===== config.mk =====
export PLATFORM = sky130hd
export DESIGN_NAME = line_follow_pid_motor_drive_top
export DESIGN_NICKNAME = d
export VERILOG_FILES = /design/src/lfpid_pkg.sv /design/src/lfpid_cfg.sv /design/src/lfpid_pid.sv /design/src/line_follow_pid_motor_drive_top.sv
export SDC_FILE = /design/constraint.sdc
export NUM_CORES = 2
export LEC_CHECK = 0
export ABC_AREA = 1
export BUFFER_PORTS_ARGS = -buffer_cell sky130_fd_sc_hd__buf_2
export CAP_MARGIN = 20
export CORE_UTILIZATION = 35
export CTS_BUF_LIST = sky130_fd_sc_hd__clkbuf_8
export DETAILED_ROUTE_END_ITERATION = 12
export HOLD_SLACK_MARGIN = 0.05
export SLEW_MARGIN = 20
export SYNTH_ARGS = -nofsm -noshare
export SYNTH_HDL_FRONTEND = slang
export SYNTH_SLANG_ARGS = --single-unit
export TNS_END_PERCENT = 1

===== constraint.sdc =====
create_clock -name clk -period 14.6 [get_ports clk]
set_input_delay 1.46 -clock clk [delete_from_list [all_inputs] [get_ports clk]]
set_output_delay 1.46 -clock clk [all_outputs]
set_load 0.01 [all_outputs]

===== src/lfpid_pkg.sv =====
`default_nettype none

package lfpid_pkg;

    // Field widths fixed by the register map and the result format
    localparam int THR_W      = 12;
    localparam int GAIN_W     = 18;
    localparam int DRIVE_W    = 16;
    localparam int MODE_W     = 2;
    localparam int INTEG_W    = 32;
    localparam int CFG_IDX_W  = 3;
    localparam int CFG_DATA_W = 18;

    // Register reset values
    localparam logic [THR_W-1:0]   RST_DARK_THRESHOLD   = THR_W'(2000);
    localparam logic [GAIN_W-1:0]  RST_GAIN_PROP        = GAIN_W'(188744);
    localparam logic [GAIN_W-1:0]  RST_GAIN_INTEGRAL    = GAIN_W'(210);
    localparam logic [GAIN_W-1:0]  RST_GAIN_DERIV       = GAIN_W'(5243);
    localparam logic [DRIVE_W-1:0] RST_LEFT_BASE_DRIVE  = DRIVE_W'(3825);
    localparam logic [DRIVE_W-1:0] RST_RIGHT_BASE_DRIVE = DRIVE_W'(5400);
    localparam logic [DRIVE_W-1:0] RST_LEFT_TRIM_LIMIT  = DRIVE_W'(890);
    localparam logic [DRIVE_W-1:0] RST_RIGHT_TRIM_LIMIT = DRIVE_W'(600);

    // Drive value presented before the first steering decision
    localparam logic [DRIVE_W-1:0] RST_HELD_DRIVE = DRIVE_W'(4500);

    typedef enum logic [CFG_IDX_W-1:0] {
        REG_DARK_THRESHOLD   = 3'd0,
        REG_GAIN_PROP        = 3'd1,
        REG_GAIN_INTEGRAL    = 3'd2,
        REG_GAIN_DERIV       = 3'd3,
        REG_LEFT_BASE_DRIVE  = 3'd4,
        REG_RIGHT_BASE_DRIVE = 3'd5,
        REG_LEFT_TRIM_LIMIT  = 3'd6,
        REG_RIGHT_TRIM_LIMIT = 3'd7
    } cfg_idx_t;

    typedef enum logic [MODE_W-1:0] {
        MODE_NONE     = 2'd0,
        MODE_STRAIGHT = 2'd1,
        MODE_LEFT     = 2'd2,
        MODE_RIGHT    = 2'd3
    } mode_t;

    typedef struct packed {
        logic [THR_W-1:0]   dark_threshold;
        logic [GAIN_W-1:0]  gain_prop;
        logic [GAIN_W-1:0]  gain_integral;
        logic [GAIN_W-1:0]  gain_deriv;
        logic [DRIVE_W-1:0] left_base_drive;
        logic [DRIVE_W-1:0] right_base_drive;
        logic [DRIVE_W-1:0] left_trim_limit;
        logic [DRIVE_W-1:0] right_trim_limit;
    } cfg_t;

endpackage

`default_nettype wire


===== src/lfpid_cfg.sv =====
`default_nettype none

module lfpid_cfg
(
    input  wire logic                               clk,
    input  wire logic                               rst_n,
    input  wire logic                               cfg_write,
    input  wire logic [lfpid_pkg::CFG_IDX_W-1:0]    cfg_index,
    input  wire logic [lfpid_pkg::CFG_DATA_W-1:0]   cfg_data,
    output lfpid_pkg::cfg_t                         cfg
);
    import lfpid_pkg::*;

    cfg_t cfg_reg;
    cfg_t cfg_next;

    always_comb
    begin
        cfg_next = cfg_reg;
        if (cfg_write)
        begin
            case (cfg_idx_t'(cfg_index))
                REG_DARK_THRESHOLD:   cfg_next.dark_threshold   = cfg_data[THR_W-1:0];
                REG_GAIN_PROP:        cfg_next.gain_prop        = cfg_data[GAIN_W-1:0];
                REG_GAIN_INTEGRAL:    cfg_next.gain_integral    = cfg_data[GAIN_W-1:0];
                REG_GAIN_DERIV:       cfg_next.gain_deriv       = cfg_data[GAIN_W-1:0];
                REG_LEFT_BASE_DRIVE:  cfg_next.left_base_drive  = cfg_data[DRIVE_W-1:0];
                REG_RIGHT_BASE_DRIVE: cfg_next.right_base_drive = cfg_data[DRIVE_W-1:0];
                REG_LEFT_TRIM_LIMIT:  cfg_next.left_trim_limit  = cfg_data[DRIVE_W-1:0];
                REG_RIGHT_TRIM_LIMIT: cfg_next.right_trim_limit = cfg_data[DRIVE_W-1:0];
                default:              cfg_next = cfg_reg;
            endcase
        end
    end

    always_ff @(posedge clk or negedge rst_n)
    begin
        if (!rst_n)
        begin
            cfg_reg.dark_threshold   <= RST_DARK_THRESHOLD;
            cfg_reg.gain_prop        <= RST_GAIN_PROP;
            cfg_reg.gain_integral    <= RST_GAIN_INTEGRAL;
            cfg_reg.gain_deriv       <= RST_GAIN_DERIV;
            cfg_reg.left_base_drive  <= RST_LEFT_BASE_DRIVE;
            cfg_reg.right_base_drive <= RST_RIGHT_BASE_DRIVE;
            cfg_reg.left_trim_limit  <= RST_LEFT_TRIM_LIMIT;
            cfg_reg.right_trim_limit <= RST_RIGHT_TRIM_LIMIT;
        end
        else
        begin
            cfg_reg <= cfg_next;
        end
    end

    assign cfg = cfg_reg;

endmodule

`default_nettype wire


===== src/lfpid_pid.sv =====
`default_nettype none

module lfpid_pid
#(
    parameter int SAMPLE_BITS    = 12,
    parameter int GAIN_FRAC_BITS = 20
)
(
    input  wire logic                               clk,
    input  wire logic                               rst_n,
    input  wire logic                               update,
    input  wire logic signed [SAMPLE_BITS:0]        err,
    input  wire logic [lfpid_pkg::GAIN_W-1:0]       gain_prop,
    input  wire logic [lfpid_pkg::GAIN_W-1:0]       gain_integral,
    input  wire logic [lfpid_pkg::GAIN_W-1:0]       gain_deriv,
    input  wire logic [lfpid_pkg::DRIVE_W-1:0]      limit,
    output logic [lfpid_pkg::DRIVE_W-1:0]           corr
);
    import lfpid_pkg::*;

    localparam int E_W    = SAMPLE_BITS + 1;
    localparam int PP_W   = GAIN_W + 1 + E_W;
    localparam int PD_W   = GAIN_W + 1 + E_W + 1;
    localparam int PI_W   = GAIN_W + 1 + INTEG_W;
    localparam int ACC_W  = PI_W + 2;

    localparam logic signed [INTEG_W-1:0] INTEG_MAX = {1'b0, {(INTEG_W-1){1'b1}}};
    localparam logic signed [INTEG_W-1:0] INTEG_MIN = {1'b1, {(INTEG_W-1){1'b0}}};

    logic signed [INTEG_W-1:0] integral_reg;
    logic signed [INTEG_W-1:0] integral_next;
    logic signed [E_W-1:0]     prev_err_reg;

    logic signed [INTEG_W:0]   sum_wide;
    logic signed [E_W:0]       diff;
    logic signed [GAIN_W:0]    gp_s;
    logic signed [GAIN_W:0]    gi_s;
    logic signed [GAIN_W:0]    gd_s;
    logic signed [PP_W-1:0]    p_prop;
    logic signed [PD_W-1:0]    p_der;
    logic signed [PI_W-1:0]    p_int;
    logic signed [ACC_W-1:0]   acc;
    logic [ACC_W-1:0]          mag;

    // Saturating integral update
    always_comb
    begin
        sum_wide = (INTEG_W+1)'(integral_reg) + (INTEG_W+1)'(err);
        if (sum_wide[INTEG_W] != sum_wide[INTEG_W-1])
            integral_next = sum_wide[INTEG_W] ? INTEG_MIN : INTEG_MAX;
        else
            integral_next = sum_wide[INTEG_W-1:0];
    end

    // Three gain products side by side, then one sum and clamp
    always_comb
    begin
        diff   = (E_W+1)'(err) - (E_W+1)'(prev_err_reg);
        gp_s   = {1'b0, gain_prop};
        gi_s   = {1'b0, gain_integral};
        gd_s   = {1'b0, gain_deriv};
        p_prop = gp_s * err;
        p_der  = gd_s * diff;
        p_int  = gi_s * integral_next;
        acc    = ACC_W'(p_prop) + ACC_W'(p_der) + ACC_W'(p_int);
        mag    = ACC_W'(unsigned'(acc)) >> GAIN_FRAC_BITS;
        if (acc[ACC_W-1] || (acc == '0))
            corr = '0;
        else if (mag > ACC_W'(limit))
            corr = limit;
        else
            corr = mag[DRIVE_W-1:0];
    end

    always_ff @(posedge clk or negedge rst_n)
    begin
        if (!rst_n)
        begin
            integral_reg <= '0;
            prev_err_reg <= '0;
        end
        else if (update)
        begin
            integral_reg <= integral_next;
            prev_err_reg <= err;
        end
    end

    a_corr_within_limit : assert property (@(posedge clk) disable iff (!rst_n)
        update |-> corr <= limit)
        else $error("pid correction above trim limit");

    a_state_holds_without_update : assert property (@(posedge clk) disable iff (!rst_n)
        !update |=> $stable(integral_reg) && $stable(prev_err_reg))
        else $error("pid state changed without an update");

endmodule

`default_nettype wire


===== src/line_follow_pid_motor_drive_top.sv =====
`default_nettype none

// Three-sensor line follower with PID steering. Each input beat carries a left,
// middle and right sensor sample; each accepted beat yields exactly one output
// beat with the two wheel PWM compare values and a steering mode. A middle
// sample above dark_threshold drives straight on the base values; otherwise the
// left, then the right sample selects a turn, where error = side - middle feeds
// a PID (saturating 32-bit integral, derivative against the last turn error,
// unsigned Q0.20 gains) whose floored, non-negative correction is clamped to the
// side's trim limit and added to the left base or taken from the right base.
// With no sensor on the line the previous drives and mode repeat. Rate: one beat
// per clock sustained while out_stall is low; each beat passes the input
// register, then the result register that also holds the PID state and the last
// drives. The critical path is the three parallel gain multiplies followed by the
// sum and clamp. Configuration is written through a plain write port and must
// only change while no beat is in flight. Reset output state is 4500 on both
// drives, mode 0.

module line_follow_pid_motor_drive_top
#(
    parameter int SAMPLE_BITS    = 12,
    parameter int GAIN_FRAC_BITS = 20
)
(
    input  wire logic                                 clk,
    input  wire logic                                 rst_n,

    input  wire logic                                 cfg_write,
    input  wire logic [lfpid_pkg::CFG_IDX_W-1:0]      cfg_index,
    input  wire logic [lfpid_pkg::CFG_DATA_W-1:0]     cfg_data,

    input  wire logic                                 in_valid,
    output logic                                      in_stall,
    input  wire logic [SAMPLE_BITS-1:0]               left_sample,
    input  wire logic [SAMPLE_BITS-1:0]               middle_sample,
    input  wire logic [SAMPLE_BITS-1:0]               right_sample,

    output logic                                      out_valid,
    input  wire logic                                 out_stall,
    output logic [lfpid_pkg::DRIVE_W-1:0]             left_drive,
    output logic [lfpid_pkg::DRIVE_W-1:0]             right_drive,
    output logic [lfpid_pkg::MODE_W-1:0]              steer_mode
);
    import lfpid_pkg::*;

    localparam int CMP_W = (SAMPLE_BITS > THR_W) ? SAMPLE_BITS : THR_W;

    cfg_t cfg;

    // input register stage
    logic                     s1_valid_reg;
    logic                     s1_valid_next;
    logic [SAMPLE_BITS-1:0]   ls_reg;
    logic [SAMPLE_BITS-1:0]   ms_reg;
    logic [SAMPLE_BITS-1:0]   rs_reg;

    // result register stage; also the held drives and mode
    logic                     out_valid_reg;
    logic                     out_valid_next;
    logic [DRIVE_W-1:0]       left_drive_reg;
    logic [DRIVE_W-1:0]       left_drive_next;
    logic [DRIVE_W-1:0]       right_drive_reg;
    logic [DRIVE_W-1:0]       right_drive_next;
    mode_t                    mode_reg;
    mode_t                    mode_next;

    logic                     out_free;
    logic                     advance;
    logic                     accept;

    logic                     mid_hit;
    logic                     left_hit;
    logic                     right_hit;
    logic                     pid_update;
    logic signed [SAMPLE_BITS:0] err;
    logic [DRIVE_W-1:0]       limit;
    logic [DRIVE_W-1:0]       corr;
    logic [DRIVE_W:0]         left_sum;

    lfpid_cfg u_cfg
    (
        .clk       (clk),
        .rst_n     (rst_n),
        .cfg_write (cfg_write),
        .cfg_index (cfg_index),
        .cfg_data  (cfg_data),
        .cfg       (cfg)
    );

    // Handshake: stage 1 moves on whenever the result register is empty or
    // being drained this cycle, so a beat can enter every clock.
    assign out_free = !out_valid_reg || !out_stall;
    assign advance  = s1_valid_reg && out_free;
    assign in_stall = s1_valid_reg && !out_free;
    assign accept   = in_valid && !in_stall;

    always_comb
    begin
        if (accept)
            s1_valid_next = 1'b1;
        else if (advance)
            s1_valid_next = 1'b0;
        else
            s1_valid_next = s1_valid_reg;

        if (advance)
            out_valid_next = 1'b1;
        else if (out_stall)
            out_valid_next = out_valid_reg;
        else
            out_valid_next = 1'b0;
    end

    // Branch selection, priority middle > left > right
    always_comb
    begin
        mid_hit   = CMP_W'(ms_reg) > CMP_W'(cfg.dark_threshold);
        left_hit  = CMP_W'(ls_reg) > CMP_W'(cfg.dark_threshold);
        right_hit = CMP_W'(rs_reg) > CMP_W'(cfg.dark_threshold);

        if (left_hit)
        begin
            err   = $signed({1'b0, ls_reg}) - $signed({1'b0, ms_reg});
            limit = cfg.left_trim_limit;
        end
        else
        begin
            err   = $signed({1'b0, rs_reg}) - $signed({1'b0, ms_reg});
            limit = cfg.right_trim_limit;
        end

        pid_update = advance && !mid_hit && (left_hit || right_hit);
    end

    lfpid_pid
    #(
        .SAMPLE_BITS    (SAMPLE_BITS),
        .GAIN_FRAC_BITS (GAIN_FRAC_BITS)
    )
    u_pid
    (
        .clk           (clk),
        .rst_n         (rst_n),
        .update        (pid_update),
        .err           (err),
        .gain_prop     (cfg.gain_prop),
        .gain_integral (cfg.gain_integral),
        .gain_deriv    (cfg.gain_deriv),
        .limit         (limit),
        .corr          (corr)
    );

    // Drive calculation
    always_comb
    begin
        left_sum         = (DRIVE_W+1)'(cfg.left_base_drive) + (DRIVE_W+1)'(corr);
        left_drive_next  = left_drive_reg;
        right_drive_next = right_drive_reg;
        mode_next        = mode_reg;
        if (mid_hit)
        begin
            left_drive_next  = cfg.left_base_drive;
            right_drive_next = cfg.right_base_drive;
            mode_next        = MODE_STRAIGHT;
        end
        else if (left_hit)
        begin
            left_drive_next  = left_sum[DRIVE_W] ? {DRIVE_W{1'b1}} : left_sum[DRIVE_W-1:0];
            right_drive_next = cfg.right_base_drive;
            mode_next        = MODE_LEFT;
        end
        else if (right_hit)
        begin
            left_drive_next  = cfg.left_base_drive;
            right_drive_next = (corr > cfg.right_base_drive) ? '0
                                                             : cfg.right_base_drive - corr;
            mode_next        = MODE_RIGHT;
        end
    end

    always_ff @(posedge clk or negedge rst_n)
    begin
        if (!rst_n)
        begin
            s1_valid_reg    <= 1'b0;
            out_valid_reg   <= 1'b0;
            left_drive_reg  <= RST_HELD_DRIVE;
            right_drive_reg <= RST_HELD_DRIVE;
            mode_reg        <= MODE_NONE;
        end
        else
        begin
            s1_valid_reg  <= s1_valid_next;
            out_valid_reg <= out_valid_next;
            if (advance)
            begin
                left_drive_reg  <= left_drive_next;
                right_drive_reg <= right_drive_next;
                mode_reg        <= mode_next;
            end
        end
    end

    // sample payload, no reset needed
    always_ff @(posedge clk)
    begin
        if (accept)
        begin
            ls_reg <= left_sample;
            ms_reg <= middle_sample;
            rs_reg <= right_sample;
        end
    end

    assign out_valid   = out_valid_reg;
    assign left_drive  = left_drive_reg;
    assign right_drive = right_drive_reg;
    assign steer_mode  = mode_reg;

    a_stall_only_when_full : assert property (@(posedge clk) disable iff (!rst_n)
        in_stall |-> s1_valid_reg && out_valid_reg)
        else $error("input stalled with stage 1 able to move");

    a_advance_gives_beat : assert property (@(posedge clk) disable iff (!rst_n)
        advance |=> out_valid_reg)
        else $error("advanced beat not presented");

    a_mode_never_returns_none : assert property (@(posedge clk) disable iff (!rst_n)
        mode_reg != MODE_NONE |=> mode_reg != MODE_NONE)
        else $error("steering mode fell back to none");

    a_pid_only_on_turn : assert property (@(posedge clk) disable iff (!rst_n)
        pid_update |=> (mode_reg == MODE_LEFT) || (mode_reg == MODE_RIGHT))
        else $error("pid state stepped without a turn result");

endmodule

`default_nettype wire

# Yosys cells after proc, flatten, opt, wreduce, memory -nomap -nowiden
# Cells that the tools add are included.
word_totals:
  regBits: 247
  out_inout_bits: 36
  wordCells: 90
op_classes:
  mux: 21
  n_reduce_logical: 26
  n_mul: 3
  addsub: 8
  eq_ne: 9
  order_cmp: 5
op_table:
  columns: ["cell", "n"]
  rows:
  - ["$mux 16", 11]
  - ["$mux 32", 2]
  - ["$logic_not 53->1", 1]
  - ["$add 34x51->52", 1]
  - ["$mul 19x32->51", 1]
  - ["$gt 12x12->1", 3]
  - ["$add 32x33->34", 1]
  - ["$add 32x13->33", 1]
  - ["$gt 33x16->1", 1]
  - ["$mul 19x14->33", 1]
  - ["$mul 19x13->32", 1]
  - ["$sub 12x12->13", 2]
  - ["$reduce_and 2->1", 9]
  - ["$add 16x16->17", 1]
  - ["$gt 16x16->1", 1]
  - ["$sub 16x16->16", 1]
  - ["$sub 13x13->14", 1]
  - ["$mux 13", 1]
  - ["$eq 3x3->1 const B", 4]
  - ["$eq 3x2->1 const B", 2]
  - ["$mux 2", 3]
  - ["$logic_and 1x1->1", 5]
  - ["$logic_not 1->1", 5]
  - ["$mux 1", 4]
  - ["other kinds (7)", 9]

# Logic depth before layout (Yosys ltp)
depth:
  ltp_word: 15
  mapped_depth: 109
  mapped_depth_nobuf: 103

# Modules after synthesis
# Synthesis repeated with hierarchy kept, for this count alone.
hier_totals:
  cells_unflattened: 7495
  hier_area_um2: 57518.9
by_module_without_submodules:
  columns: ["module", "n_inst", "cells_per_inst", "area_each_um2", "seq_area_each_um2"]
  rows:
  - ["lfpid_pid", 1, 5871, 45464.9, 1126.1]
  - ["line_follow_pid_motor_drive_top", 1, 1039, 6877.8, 1994.4]
  - ["lfpid_cfg", 1, 585, 5176.2, 3314.4]

# Least setup slack after synthesis
# OpenSTA, ideal clock, no wires.
synth_path:
  path_type: "reg2reg"
  from: "register u_cfg.cfg_reg, in the netlist u_cfg.cfg[125]"
  to: "register right_drive_reg[14], in the netlist right_drive[14]"
  t_required_ns: 14.523
  stages_incl_launch_ff: 84
  n_path_buf: 6
  synth_period_minus_slack_ns: 15.912
  path_slack_ns: -1.312
  t_arrival_ns: 15.835
  cell_sequence: "dfstp_2 inv_1 ha_1 a21oi_1 o21ai_0 nand2_1 o2111ai_1 nand2_1 clkbuf_1 clkbuf_1 o21ai_0 ha_1 fa_1 o31ai_1 nand3_1 nand3_1 clkinv_1 clkbuf_1 (+48 left out) nand2_2 buf_2 nand4_1 nand2_1 nor2_1 ha_1 fa_1 inv_1 nand3_1 nand2_1 a31o_2 nand2_1 o211ai_1 a21oi_1 o21bai_1 clkbuf_1 o211ai_1 a21oi_1"
synth_via:
  elab_chain_cells: 15
  word_cells_on_any_way: 28
  classes_between: "add/sub (5); mul (3); order compare (5); eq/ne (1); mux (10); reduce/logical (4)"
synth_lines:
  columns: ["item", "line_no", "source"]
  rows:
  - ["start, declared", "lfpid_cfg.sv:14", "cfg_t cfg_reg;"]
  - ["start signal, assigned", "lfpid_cfg.sv:51", "cfg_reg <= cfg_next;"]
  - ["$gt 12x12->1 (*)", "line_follow_pid_motor_drive_top.sv:118", "left_hit = CMP_W'(ls_reg) > CMP_W'(cfg.dark_threshold);"]
  - ["$mux 13 (*)", "line_follow_pid_motor_drive_top.sv:121", "if (left_hit)"]
  - ["named net err[12]", "line_follow_pid_motor_drive_top.sv:75", "logic signed [SAMPLE_BITS:0] err;"]
  - ["branches (longest 4 deep; another with $add 32x33->34)", null, null]
  - ["$add 34x51->52 (*)", "lfpid_pid.sv:65", "acc = ACC_W'(p_prop) + ACC_W'(p_der) + ACC_W'(p_int);"]
  - ["$gt 33x16->1 or $logic_not 53->1 (tied branches)", "lfpid_pid.sv:69, lfpid_pid.sv:67", null]
  - ["$mux 16 or $logic_or 1x1->1 (tied branches)", "lfpid_pid.sv:69, lfpid_pid.sv:67", null]
  - ["$mux 16 (*)", "lfpid_pid.sv:67", "if (acc[ACC_W-1] || (acc == '0))"]
  - ["$sub 16x16->16 or $gt 16x16->1 (tied branches)", "line_follow_pid_motor_drive_top.sv:176, line_follow_pid_motor_drive_top.sv:175", null]
  - ["$mux 16 (*)", "line_follow_pid_motor_drive_top.sv:175", "right_drive_next = (corr > cfg.right_base_drive) ? '0"]
  - ["$mux 16 (*)", "line_follow_pid_motor_drive_top.sv:172", "else if (right_hit)"]
  - ["$mux 16 (*)", "line_follow_pid_motor_drive_top.sv:166", "else if (left_hit)"]
  - ["$mux 16 (*)", "line_follow_pid_motor_drive_top.sv:160", "if (mid_hit)"]
  - ["end signal, assigned", "line_follow_pid_motor_drive_top.sv:198", "right_drive_reg <= right_drive_next;"]
  - ["end, declared", "line_follow_pid_motor_drive_top.sv:62", "logic [DRIVE_W-1:0] right_drive_reg;"]
# Mark *: on every way through the listed nets, which the timed path passes. The select of a mux whose other input is x is not followed.
# A chain may end at the register's enable or synchronous reset.

# Worst setup path in the final report
layout_path:
  from: "register u_cfg.cfg_reg, in the netlist u_cfg.cfg[122]"
  to: "register right_drive_reg[7], in the netlist right_drive[7]"
layout_via:
  elab_chain_cells: 15
  word_cells_on_any_way: 28
  classes_between: "add/sub (5); mul (3); order compare (5); eq/ne (1); mux (10); reduce/logical (4)"
layout_lines:
  columns: ["item"]
  rows:
  - ["branches (longest 15 deep; another with $add 34x51->52)"]
# Several ways; the timed one is not identified. The select of a mux whose other input is x is not followed.

==> results.sh <==
export IMPL_critical_path_top_delay_family="adder cells"
export IMPL_synthDominantCellAreaShare_pct=38.7
export IMPL_die_h_um=401
export IMPL_worst_setup_path_start_kind="register"
export IMPL_arrival_ns=16.06
export IMPL_num_fill_cells=16000
export IMPL_cp_data_required_time_ns=15.21
export IMPL_min_path_cells=2
export IMPL_final_antenna_net_count=0
export IMPL_hold_viol_final=0
export IMPL_finalClockSkew_ns=0.0724
export IMPL_path_max_fanout=18
export IMPL_syn_area_um2=55700
export IMPL_endpoint_kind="register"
export IMPL_grt_pass1_vias=50100
export IMPL_path_clk_slew_ns=0.07
export IMPL_cp_depth=83
export IMPL_grt_overflow_total=0
export IMPL_status="finished, violations left"
export IMPL_ys_seq_elements=247
export IMPL_drcViolationCount=0
export IMPL_syn_area_per_cell_um2=7.97
export IMPL_rows=146
export IMPL_syn_nets=8636
export IMPL_nNetsFinal=9353
export IMPL_grt_util_met3_pct=4.13
export IMPL_fmax_mhz=64.7
export IMPL_fin_ws_ns=-0.845
export IMPL_hp_class="register to register"
export IMPL_grt_busiest_layer="met2"
export IMPL_final_cell_mix="1741 x inv_1, 1612 x nand2_1, 1056 x fa_1, 738 x buf_4, 535 x nor2_1"
export IMPL_vias=47600
export IMPL_period_share_pct=106
export IMPL_setup_viol=32
export IMPL_grt_pass1_wl_mm=296
export IMPL_violations="setup timing"
export IMPL_grt_util_all_layers_pct=24.1
export IMPL_antenna_found_initial=16
export IMPL_largest_reg_flops=130
export IMPL_synth_edf_count=36
export IMPL_post_drt_wl_per_cell_um=19.4
export IMPL_final_common_cell="inv_1"
export IMPL_grt_use_met2_pct=38.9
export IMPL_clock_path_buffers=3
export IMPL_fp_dieW_um=401
export IMPL_synth_ff_type="dfrtp_1"
export IMPL_critPathMostFrequentCell="nand2_1"
export IMPL_critPathMaxStageDelay_ns=0.67
export IMPL_yosysTopAreaCell="fa_1"
export IMPL_cts_root_buf="clkbuf_8"
export IMPL_dp_hpwl_mm=165
export IMPL_drive_above_1_share_pct=18.6
export IMPL_dr_pass1_iters=8
export IMPL_path_buf_inv=19
export IMPL_yosysSeqAreaShare_pct=11.6
export IMPL_worst_pin_slew_ns=1.12
export IMPL_synth_async_reset_ratio_pct=85.4
export IMPL_drtIter0Drc=3719
export IMPL_synthToLayoutAreaGrowth_pct=19.9
export IMPL_cts_max_level=2
export IMPL_final_area_um2=66800
export IMPL_slew_headroom_pct=24.9
export IMPL_cts_tree="built"
export IMPL_wirelength_mm=191
export IMPL_cpMaxStageDelayCell="fa_1"
export IMPL_holdWs_ns=0.463
export IMPL_holdBufCountCts=0
export IMPL_clock_latency_ns=0.75
export IMPL_r2r_cells=83
export IMPL_dieArea_um2=161000
export IMPL_numCtsBuffers=49
export IMPL_synth_area_leaders="fa_1 39%, inv_1 12%, ha_1 11%"
export IMPL_met1_usage_pct=32.6
export IMPL_synth_cells=6994
export IMPL_core_um2=158000
export IMPL_cts_sinks=247
export IMPL_slew_viol_final=0
export IMPL_grt_max_degree=119
export IMPL_via_per_inst=4.84
export IMPL_dpl_instance_area_um2=64100
export IMPL_synth_warnings=0
export IMPL_placed_cells_incl_taps=9698
export IMPL_yosys_cell_types_count=59
export IMPL_rsz0062_at_grt="true"
export IMPL_io_buffers=97
export IMPL_io_pins=98
export IMPL_period_needed_ns=15.44
export IMPL_maxCapViolations=0
export IMPL_routabilityCongestion=1.05
export IMPL_initial_core_util_pct=35.2
export IMPL_criticalPathCategory="register to register"
export IMPL_stdcell_count=9830
cells by family after synthesis:
kind of cell,after synthesis,synth area share [%]
and+or+nand+nor,2574,18.8
buffers and inverters,2009,13.8
adders and majority gates,1580,50.0
AOI/OAI and AO/OA,537,5.18
DFF,247,11.6
xor gates and xnor gates,47,0.752
cell usage after synthesis (all sizes together) (59+ instances only):
cell / count
a21oi: 177
buf: 60
clkbuf: 152
dfrtp: 152
dfstp: 59
fa: 1076
ha: 504
inv: 1782
nand2: 1725
nand3: 118
nor2: 593
o21ai: 291
path summary, 6_finish.rpt:
path,end,start,slack (ns)
max,right_drive[7]$_DFFE_PN1P_,u_cfg.cfg[122]$_DFFE_PN1P_,-0.84
min,out_valid$_DFFE_PN0P_,s1_valid_reg$_DFFE_PN0P_,0.46
max reg2reg,right_drive[7]$_DFFE_PN1P_,u_cfg.cfg[122]$_DFFE_PN1P_,-0.84
min reg2reg,out_valid$_DFFE_PN0P_,s1_valid_reg$_DFFE_PN0P_,0.46
max in group asynchronous,u_pid.integral_reg[21]$_DFFE_PN0P_,rst_n,12.28
min in group asynchronous,u_cfg.cfg[26]$_DFFE_PN0P_,rst_n,0.81
cell type report:
| cell class | instances | area [um^2] | share of cell area, % |
|---|---|---|---|
| inverter | 1797 | 6790 | 10.2 |
| antenna | 6 | 15.0 | 0.0225 |
| multi-input combinational | 4738 | 42900 | 64.2 |
| tap | 2072 | 2590 | 3.88 |
| timing repair inverter | 2 | 13.8 | 0.0206 |
| clock inverter | 36 | 453 | 0.678 |
| timing repair buffer | 876 | 6820 | 10.2 |
| sequential | 247 | 6430 | 9.63 |
| clock buffer | 56 | 771 | 1.15 |
layer usage:
layer	routed length (um)	up-vias
met3	15000	306
met1	80300	23600
met4	7520	2
met2	87800	1645
met5	13	-
li1	-	22000
what timing repair did:
item / 4_1_cts / 5_1_grt
gates resized for setup: 176 / 115
hold endpoints to repair: 0 / 0
endpoints found under the setup margin: 32 / 32
gates cloned: 4 / 2
pin swaps: 58 / 69
buffers inserted: 18 / 10
through the flow:
stage	setup slack, ns	util [%]	TNS [ns]
2_1_floorplan	0.00363	-	0
3_3_place_gp	-1.41	40.5	-41.83
3_5_place_dp	-1.52	40.5	-45.57
4_1_cts	-0.832	41.9	-23.70
5_1_grt	-1.64	42.2	-50.36
6_report	-0.845	42.2	-23.33
worst reg2reg max path, delay by kind of cell, from the launching register on:
kind	cells	cell delay, ns
adder cells (fa/ha/maj)	17	7.18
AND/OR/NAND/NOR	30	2.79
AO/OA/AOI/OAI	15	2.43
buffers and inverters	19	2.08
flip-flops	1	0.54
XOR/XNOR	2	0.35
Power is left out: the tool's default activity adds up to more than one toggle a clock period on the data nets, which glitch-free logic cannot reach.
